### config.mk
export PLATFORM = sky130hd
export DESIGN_NAME = bresenham_line_rasterizer
export DESIGN_NICKNAME = d
export VERILOG_FILES = /design/src/sv/brl_pkg.sv /design/src/sv/bresenham_line_rasterizer.sv /design/src/sv/brl_regs.sv
export SDC_FILE = /design/constraint.sdc
export NUM_CORES = 1
export LEC_CHECK = 0
export ABC_AREA = 1
export BUFFER_PORTS_ARGS = -buffer_cell sky130_fd_sc_hd__clkbuf_2
export CELL_PAD_IN_SITES_DETAIL_PLACEMENT = 2
export CELL_PAD_IN_SITES_GLOBAL_PLACEMENT = 2
export CORE_MARGIN = 2
export CORE_UTILIZATION = 30
export CTS_CLUSTER_DIAMETER = 100
export DETAILED_ROUTE_END_ITERATION = 10
export HOLD_SLACK_MARGIN = 0.08
export PLACE_DENSITY = 0.72
export SETUP_SLACK_MARGIN = 0.02
export SLEW_MARGIN = 25
export SYNTH_ARGS = -nofsm -noshare
export SYNTH_HDL_FRONTEND = slang
export SYNTH_SLANG_ARGS = --single-unit
### constraint.sdc
create_clock -name clk -period 7.34 [get_ports clk]
set_input_delay 0.367 -clock clk [delete_from_list [all_inputs] [get_ports clk]]
set_output_delay 0.367 -clock clk [all_outputs]
set_load 0.02 [all_outputs]
### src/sv/brl_pkg.sv
// brl_pkg: types, constants and helpers for the bresenham line rasterizer
// used by brl_regs and bresenham_line_rasterizer; no dependencies
`timescale 1ns / 1ps
`default_nettype none

package brl_pkg;

	localparam int COORD_BITS     = 16;
	localparam int MAX_SCREEN_DIM = 4096;
	localparam int DIM_BITS       = 13;
	localparam int ADDR_BITS      = 24;
	localparam int COLOR_BITS     = 32;
	localparam int APB_ADDR_BITS  = 3;
	localparam int APB_DATA_BITS  = 32;

	// command codes
	localparam logic CMD_START = 1'b0;
	localparam logic CMD_STEP  = 1'b1;

	// register index, taken from paddr[2]
	localparam logic REG_SCREEN_WIDTH  = 1'b0;
	localparam logic REG_SCREEN_HEIGHT = 1'b1;

	localparam logic [DIM_BITS-1:0] WIDTH_RESET  = DIM_BITS'(1024);
	localparam logic [DIM_BITS-1:0] HEIGHT_RESET = DIM_BITS'(768);

	typedef logic signed [COORD_BITS-1:0] coord_t;
	typedef logic [COORD_BITS:0]          delta_t;
	typedef logic signed [COORD_BITS+1:0] err_t;
	typedef logic [DIM_BITS-1:0]          dim_t;

	typedef struct packed {
		logic                  command;
		coord_t                x_start;
		coord_t                y_start;
		coord_t                x_end;
		coord_t                y_end;
		logic [COLOR_BITS-1:0] line_color;
	} item_t;

	typedef struct packed {
		logic                  write_enable;
		coord_t                pixel_x;
		coord_t                pixel_y;
		logic [ADDR_BITS-1:0]  pixel_address;
		logic [COLOR_BITS-1:0] pixel_color;
		logic                  last;
		logic                  busy_res;
	} result_t;

	// effective screen size after clamping
	typedef struct packed {
		dim_t width;
		dim_t height;
	} screen_cfg_t;

	function automatic dim_t clamp_dim(input dim_t d);
		if (d > dim_t'(MAX_SCREEN_DIM)) begin
			return dim_t'(MAX_SCREEN_DIM);
		end
		return d;
	endfunction

	// true when coordinate c is at or beyond the far edge d
	function automatic logic at_or_beyond(input coord_t c, input dim_t d);
		logic signed [COORD_BITS:0] c_ext;
		logic signed [COORD_BITS:0] d_ext;
		c_ext = {c[COORD_BITS-1], c};
		d_ext = {{(COORD_BITS+1-DIM_BITS){1'b0}}, d};
		return c_ext >= d_ext;
	endfunction

	function automatic delta_t abs_diff(input coord_t a, input coord_t b);
		logic signed [COORD_BITS:0] diff;
		diff = {b[COORD_BITS-1], b} - {a[COORD_BITS-1], a};
		if (diff[COORD_BITS]) begin
			return delta_t'(-diff);
		end
		return delta_t'(diff);
	endfunction

endpackage

`default_nettype wire

### src/sv/bresenham_line_rasterizer.sv
// bresenham_line_rasterizer: top level, item register, bresenham walk and result register
// depends on brl_pkg and brl_regs
`timescale 1ns / 1ps
`default_nettype none

// usage
//  src channel carries commands: start (latches endpoints and color) or step.
//  res channel carries one pixel per step taken on an active line; starts,
//  rejected lines and steps while idle give nothing on res.
//  a transfer on either channel happens at a rising edge with valid high and
//  stall low.
//  a command transferred on src sits in the item register and is processed once
//  the result register can advance; its pixel is then held in the result register.
//  throughput: one command per cycle while res is not stalled, so one pixel per
//  clock on a run of steps; the bound is the error/coordinate update loop.
//  when res is stalled the result register and the item register hold, and
//  src_stall rises once the item register is full; nothing is dropped.
//  reset idles the walk, empties both registers and sets the screen to 1024 x 768.
//  the user must write screen size over apb while the block is idle (not enforced).
//  rejection uses the size at start, on-screen test and address the current one.
module bresenham_line_rasterizer (
	input  wire logic                              clk,
	input  wire logic                              arst_n,
	input  wire logic                              src_valid,
	output logic                                   src_stall,
	input  wire brl_pkg::item_t                    src_data,
	output logic                                   res_valid,
	input  wire logic                              res_stall,
	output brl_pkg::result_t                       res_data,
	input  wire logic                              psel,
	input  wire logic                              penable,
	input  wire logic                              pwrite,
	input  wire logic [brl_pkg::APB_ADDR_BITS-1:0] paddr,
	input  wire logic [brl_pkg::APB_DATA_BITS-1:0] pwdata,
	output logic      [brl_pkg::APB_DATA_BITS-1:0] prdata,
	output logic                                   pready
);
	import brl_pkg::*;

	screen_cfg_t screen;

	brl_regs u_regs (
		.clk     (clk),
		.arst_n  (arst_n),
		.psel    (psel),
		.penable (penable),
		.pwrite  (pwrite),
		.paddr   (paddr),
		.pwdata  (pwdata),
		.prdata  (prdata),
		.pready  (pready),
		.screen  (screen)
	);

	// item register
	logic  item_valid_s1;
	item_t item_s1;
	logic  advance;
	logic  accept;
	logic  fire;

	// walk state
	logic                  active_q;
	coord_t                cur_x_q;
	coord_t                cur_y_q;
	coord_t                goal_x_q;
	coord_t                goal_y_q;
	delta_t                delta_x_q;
	delta_t                delta_y_q;
	logic                  step_x_neg_q;
	logic                  step_y_neg_q;
	err_t                  err_q;
	logic [COLOR_BITS-1:0] color_q;

	// result register
	logic    res_valid_q;
	result_t res_q;

	// start setup
	delta_t start_dx;
	delta_t start_dy;
	logic   reject;

	// step logic
	logic                             is_start;
	logic                             is_step;
	logic                             on_screen;
	logic                             fin;
	logic signed [COORD_BITS+2:0]     e2;
	logic signed [COORD_BITS+2:0]     dx_ext;
	logic signed [COORD_BITS+2:0]     dy_ext;
	logic                             move_x;
	logic                             move_y;
	logic signed [COORD_BITS+2:0]     err_next;
	logic [2*DIM_BITS-1:0]            addr_prod;
	logic [2*DIM_BITS-1:0]            addr_sum;
	result_t                          res_next;

	assign advance   = !res_valid_q || !res_stall;
	assign src_stall = item_valid_s1 && !advance;
	assign accept    = src_valid && !src_stall;
	assign fire      = item_valid_s1 && advance;

	always_ff @(posedge clk or negedge arst_n) begin
		if (!arst_n) begin
			item_valid_s1 <= 1'b0;
		end else if (accept) begin
			item_valid_s1 <= 1'b1;
		end else if (advance) begin
			item_valid_s1 <= 1'b0;
		end
	end

	always_ff @(posedge clk) begin
		if (accept) begin
			item_s1 <= src_data;
		end
	end

	assign is_start = fire && (item_s1.command == CMD_START);
	assign is_step  = fire && (item_s1.command == CMD_STEP) && active_q;

	assign start_dx = abs_diff(item_s1.x_start, item_s1.x_end);
	assign start_dy = abs_diff(item_s1.y_start, item_s1.y_end);
	assign reject   = (item_s1.x_start[COORD_BITS-1] && item_s1.x_end[COORD_BITS-1])
		|| (item_s1.y_start[COORD_BITS-1] && item_s1.y_end[COORD_BITS-1])
		|| (at_or_beyond(item_s1.x_start, screen.width)
			&& at_or_beyond(item_s1.x_end, screen.width))
		|| (at_or_beyond(item_s1.y_start, screen.height)
			&& at_or_beyond(item_s1.y_end, screen.height));

	assign on_screen = !cur_x_q[COORD_BITS-1] && !at_or_beyond(cur_x_q, screen.width)
		&& !cur_y_q[COORD_BITS-1] && !at_or_beyond(cur_y_q, screen.height);
	assign fin = (cur_x_q == goal_x_q) && (cur_y_q == goal_y_q);

	assign e2       = {err_q, 1'b0};
	assign dx_ext   = {2'b00, delta_x_q};
	assign dy_ext   = {2'b00, delta_y_q};
	assign move_x   = e2 > -dy_ext;
	assign move_y   = e2 < dx_ext;
	assign err_next = {err_q[COORD_BITS+1], err_q}
		- (move_x ? dy_ext : '0) + (move_y ? dx_ext : '0);

	assign addr_prod = cur_y_q[DIM_BITS-1:0] * screen.width;
	assign addr_sum  = addr_prod + {{DIM_BITS{1'b0}}, cur_x_q[DIM_BITS-1:0]};

	always_comb begin
		res_next.write_enable  = on_screen;
		res_next.pixel_x       = cur_x_q;
		res_next.pixel_y       = cur_y_q;
		res_next.pixel_address = on_screen ? addr_sum[ADDR_BITS-1:0] : '0;
		res_next.pixel_color   = color_q;
		res_next.last          = fin;
		res_next.busy_res      = !fin;
	end

	always_ff @(posedge clk or negedge arst_n) begin
		if (!arst_n) begin
			active_q <= 1'b0;
		end else if (is_start) begin
			active_q <= !reject;
		end else if (is_step && fin) begin
			active_q <= 1'b0;
		end
	end

	always_ff @(posedge clk) begin
		if (is_start) begin
			cur_x_q      <= item_s1.x_start;
			cur_y_q      <= item_s1.y_start;
			goal_x_q     <= item_s1.x_end;
			goal_y_q     <= item_s1.y_end;
			delta_x_q    <= start_dx;
			delta_y_q    <= start_dy;
			step_x_neg_q <= !(item_s1.x_start < item_s1.x_end);
			step_y_neg_q <= !(item_s1.y_start < item_s1.y_end);
			err_q        <= err_t'({1'b0, start_dx}) - err_t'({1'b0, start_dy});
			color_q      <= item_s1.line_color;
		end else if (is_step && !fin) begin
			err_q <= err_next[COORD_BITS+1:0];
			if (move_x) begin
				cur_x_q <= step_x_neg_q ? cur_x_q - coord_t'(1) : cur_x_q + coord_t'(1);
			end
			if (move_y) begin
				cur_y_q <= step_y_neg_q ? cur_y_q - coord_t'(1) : cur_y_q + coord_t'(1);
			end
		end
	end

	always_ff @(posedge clk or negedge arst_n) begin
		if (!arst_n) begin
			res_valid_q <= 1'b0;
		end else if (advance) begin
			res_valid_q <= is_step;
		end
	end

	always_ff @(posedge clk) begin
		if (advance && is_step) begin
			res_q <= res_next;
		end
	end

	assign res_valid = res_valid_q;
	assign res_data  = res_q;

	a_offscreen_addr_zero: assert property (@(posedge clk) disable iff (!arst_n)
		res_valid && !res_data.write_enable |-> res_data.pixel_address == '0)
		else $error("off-screen pixel with nonzero address");

	a_start_no_result: assert property (@(posedge clk) disable iff (!arst_n)
		is_start |=> !res_valid)
		else $error("start command produced a result");

	a_last_ends_walk: assert property (@(posedge clk) disable iff (!arst_n)
		is_step && fin |=> !active_q && res_valid && res_data.last)
		else $error("walk still active after last pixel");

	a_stall_needs_item: assert property (@(posedge clk) disable iff (!arst_n)
		src_stall |-> item_valid_s1 && res_valid_q)
		else $error("input stalled with no held item");

	a_idle_step_no_state: assert property (@(posedge clk) disable iff (!arst_n)
		fire && item_s1.command == CMD_STEP && !active_q |=> !res_valid && !active_q)
		else $error("step while idle changed the walk");

endmodule

`default_nettype wire

### src/sv/brl_regs.sv
// brl_regs: apb register file holding the screen width and height
// depends on brl_pkg
`timescale 1ns / 1ps
`default_nettype none

module brl_regs (
	input  wire logic                              clk,
	input  wire logic                              arst_n,
	input  wire logic                              psel,
	input  wire logic                              penable,
	input  wire logic                              pwrite,
	input  wire logic [brl_pkg::APB_ADDR_BITS-1:0] paddr,
	input  wire logic [brl_pkg::APB_DATA_BITS-1:0] pwdata,
	output logic      [brl_pkg::APB_DATA_BITS-1:0] prdata,
	output logic                                   pready,
	output brl_pkg::screen_cfg_t                   screen
);
	import brl_pkg::*;

	dim_t width_q;
	dim_t height_q;
	logic wr_en;

	assign pready = 1'b1;
	assign wr_en  = psel & penable & pwrite & pready;

	always_ff @(posedge clk or negedge arst_n) begin
		if (!arst_n) begin
			width_q  <= WIDTH_RESET;
			height_q <= HEIGHT_RESET;
		end else if (wr_en) begin
			unique case (paddr[2])
				REG_SCREEN_WIDTH:  width_q  <= pwdata[DIM_BITS-1:0];
				REG_SCREEN_HEIGHT: height_q <= pwdata[DIM_BITS-1:0];
				default: ;
			endcase
		end
	end

	always_comb begin
		prdata = '0;
		unique case (paddr[2])
			REG_SCREEN_WIDTH:  prdata = {{(APB_DATA_BITS-DIM_BITS){1'b0}}, width_q};
			REG_SCREEN_HEIGHT: prdata = {{(APB_DATA_BITS-DIM_BITS){1'b0}}, height_q};
			default:           prdata = '0;
		endcase
	end

	assign screen.width  = clamp_dim(width_q);
	assign screen.height = clamp_dim(height_q);

endmodule

`default_nettype wire

==> flow_summary.toml <==
[synthesis]
synth_edf_count = 338
synth_top_area_cell = "edfxtp_1"
synth_cell_types = 53
ys.flop_type = "edfxtp_1"
synth_fa_ha_area_frac = 0.239
yosysMostFrequentCell = "nand2_1"
synthArstFlopShare = 0.0790
yosysTopAreaCellShare = 0.363
syn_inst = 3068
synth_seq_cells = 367
synth_mux_area_frac = 0.000358
yosys.area_share.simple = 0.167
synth_compound_area_frac = 0.0830
yosys-top-cells-area = "edfxtp_1, ha_1, fa_1"
avgSynthCellArea_sq_um = 9.11
yosysWarnings = 0
synth_top_family_by_area = "adder cells"
synth_area_sq_mm = 0.0279
synth-xor-area-share = 0.0369
yosysSeqAreaShare = 0.389
synth_commonest_cells = "nand2_1, inv_1, edfxtp_1"

[floorplan]
ios = 265
die-area_sq_mm = 0.0956
core_area_sq_mm = 0.0919
initial_core_util = 0.304
fp.dieH_um = 309
die_x_um = 309
num_rows = 111

[grt]
grt.overflow.total = 0
antenna_found_initial = 3
grt_pass1_vias = 25500
grt_usage = 0.212
grt_max_degree = 153
grt_pass1_wl_mm = 153

[job]
drv_cap = 0

[cts]
cts_tree = "done"
cts_sinks = 367
clk_latency_ps = 640
cts_buffer_depth = 3
numCtsBuffers = 48
ctsHtreeMaxLevel = 2
cts.clk_slew.worst_paths_ps = 60
cts_root_buf = "clkbuf_16"

[critical_path]
slowest_stage = "fa_1"
path_class = "flip-flop to flip-flop"
cp.arrival_ps = 7230
cp_max_fo = 9
cpPeakStageDelay_ps = 590
critPathRequiredTime_ps = 7700
critPathLaunchType = "flip-flop"
r2r_setup_slack_ps = 470
worst_setup_path_end_kind = "flip-flop"

[sta]
tns_ps = 0
finalSetupViolations = 0
finalMaxSlewViolations = 0
fin_skew_ps = 40.7
fin_ws_ps = 470
slew_headroom = 0.344
finalCriticalPeriod_ps = 6870
hold_ws_ps = 413
post-route-period-util = 0.936
fmax_mhz = 146
hold_violations = 0
worst_pin_slew_ps = 984
rsz0062_at_grt = "false"

[routing]
drt-pass1-iter-count = 5
antenna_left = 0
wl_per_cell_um = 21.1
routed_via_density = 4.82
dr_total_vias = 22800
drt_iter0_drc = 971
totalWireLength_mm = 99.8
drcViolationCount = 0

[place]
place.gp.congestion = 0.834
io_buffer_count = 223
place_ws_ps = 369
place_hpwl_mm = 76.7
dp.cells = 4525

[finish]
drive_gt1_frac = 0.110
area_growth_pct = 19.6
nets = 4028
finalNonFillerCells = 4727

[power_and_ir_drop]
p_leak_nw = 15.6
power.total_mw = 14.8
power.density_mw_per_mm2 = 444
vdd_drop_max_mv = 0.400

[min_path]
min_path_type = "flip-flop to flip-flop"

[outcome]
status = "finished, final reports clean"
[metal layers]
layer  vias to the layer above  global-route usage  share of wire
met4                         0              0.0459          0.019
met1                     11500               0.271           0.45
met2                       397               0.378           0.49
met5                         -                   0              0
li1                      10800                   -              -
met3                       104              0.0285          0.039
[cells by family after synthesis]
group	after synthesis
other	2
muxes	1
DFF	367
AOI/OAI and AO/OA	421
xor gates and xnor gates	116
buffers and inverters	596
and+or+nand+nor	1121
adders and majority gates	444
[report_power, final]
part           switching, mW  internal (mW)  total (mW)  leakage [nW]
Clock                   1.02           1.39        2.42         0.766
Combinational           6.04           3.42        9.45          11.3
Sequential             0.288           2.69        2.98          3.55
[placed cells by master (no fill, tap or decap), types with 51 or more instances in the layout]
cell type and count:
a21oi_1 177, clkbuf_2 223, dlygate4sd3_1 113, edfxtp_1 338, fa_1 151, ha_1 293
inv_1 524, nand2_1 595, nand3_1 129, nor2_1 268, o21ai_0 156, xnor2_1 51
xor2_1 63
[final timing paths]
check / start / to / cells after the start
setup / recovery: u_regs.width_q[10] / res_data[56] / 28
hold / removal: color_q[13] / res_data[15] / 0
setup reg to reg: u_regs.width_q[10] / res_data[56] / 28
hold reg to reg: color_q[13] / res_data[15] / 0
max in group asynchronous: arst_n / active_q / 2
min in group asynchronous: arst_n / u_regs.width_q[7] / 2
[worst max-delay path: cells and delay by family (launching register included)]
family,cells,cell delay (ps)
DFF,1,530
buffers and inverters,6,620
and+or+nand+nor,12,1090
adders and majority gates,7,3500
AOI/OAI and AO/OA,3,830
[flip-flops by register name (all words and copies together) (netlist names), 13 cells and up]
register,count
err_q,18
item_s1,97
delta_y_q,17
res_data,91
delta_x_q,17
goal_y_q,16
goal_x_q,16
color_q,32
cur_x_q,16
u_regs.width_q,13
u_regs.height_q,13
cur_y_q,16
[repair_timing]
action                                  4_1_cts  5_1_grt
setup buffers                                 0        0
hold buffers                                113        0
endpoints found under the setup margin        0        8
resized for setup                             0        5
hold endpoints to repair                    151        0
[stage by stage]
step	utilization	area (sq um)
after CTS	0.363	33400
after detailed placement	0.333	30700
after global placement	0.333	30700
final	0.363	33400
after global routing	0.363	33400
after floorplan	-	28000
[final cells by class]
cell class                 count  area [sq um]
tap                         1243          1560
multi-input combinational   2123         14800
clock buffer                  63          1290
clock inverter                25           312
sequential                   367         10900
timing repair buffer         373          2540
fill                       10300         58500
antenna                        1          2.50
inverter                     532          2000
Power figures use the tool's default switching activity.
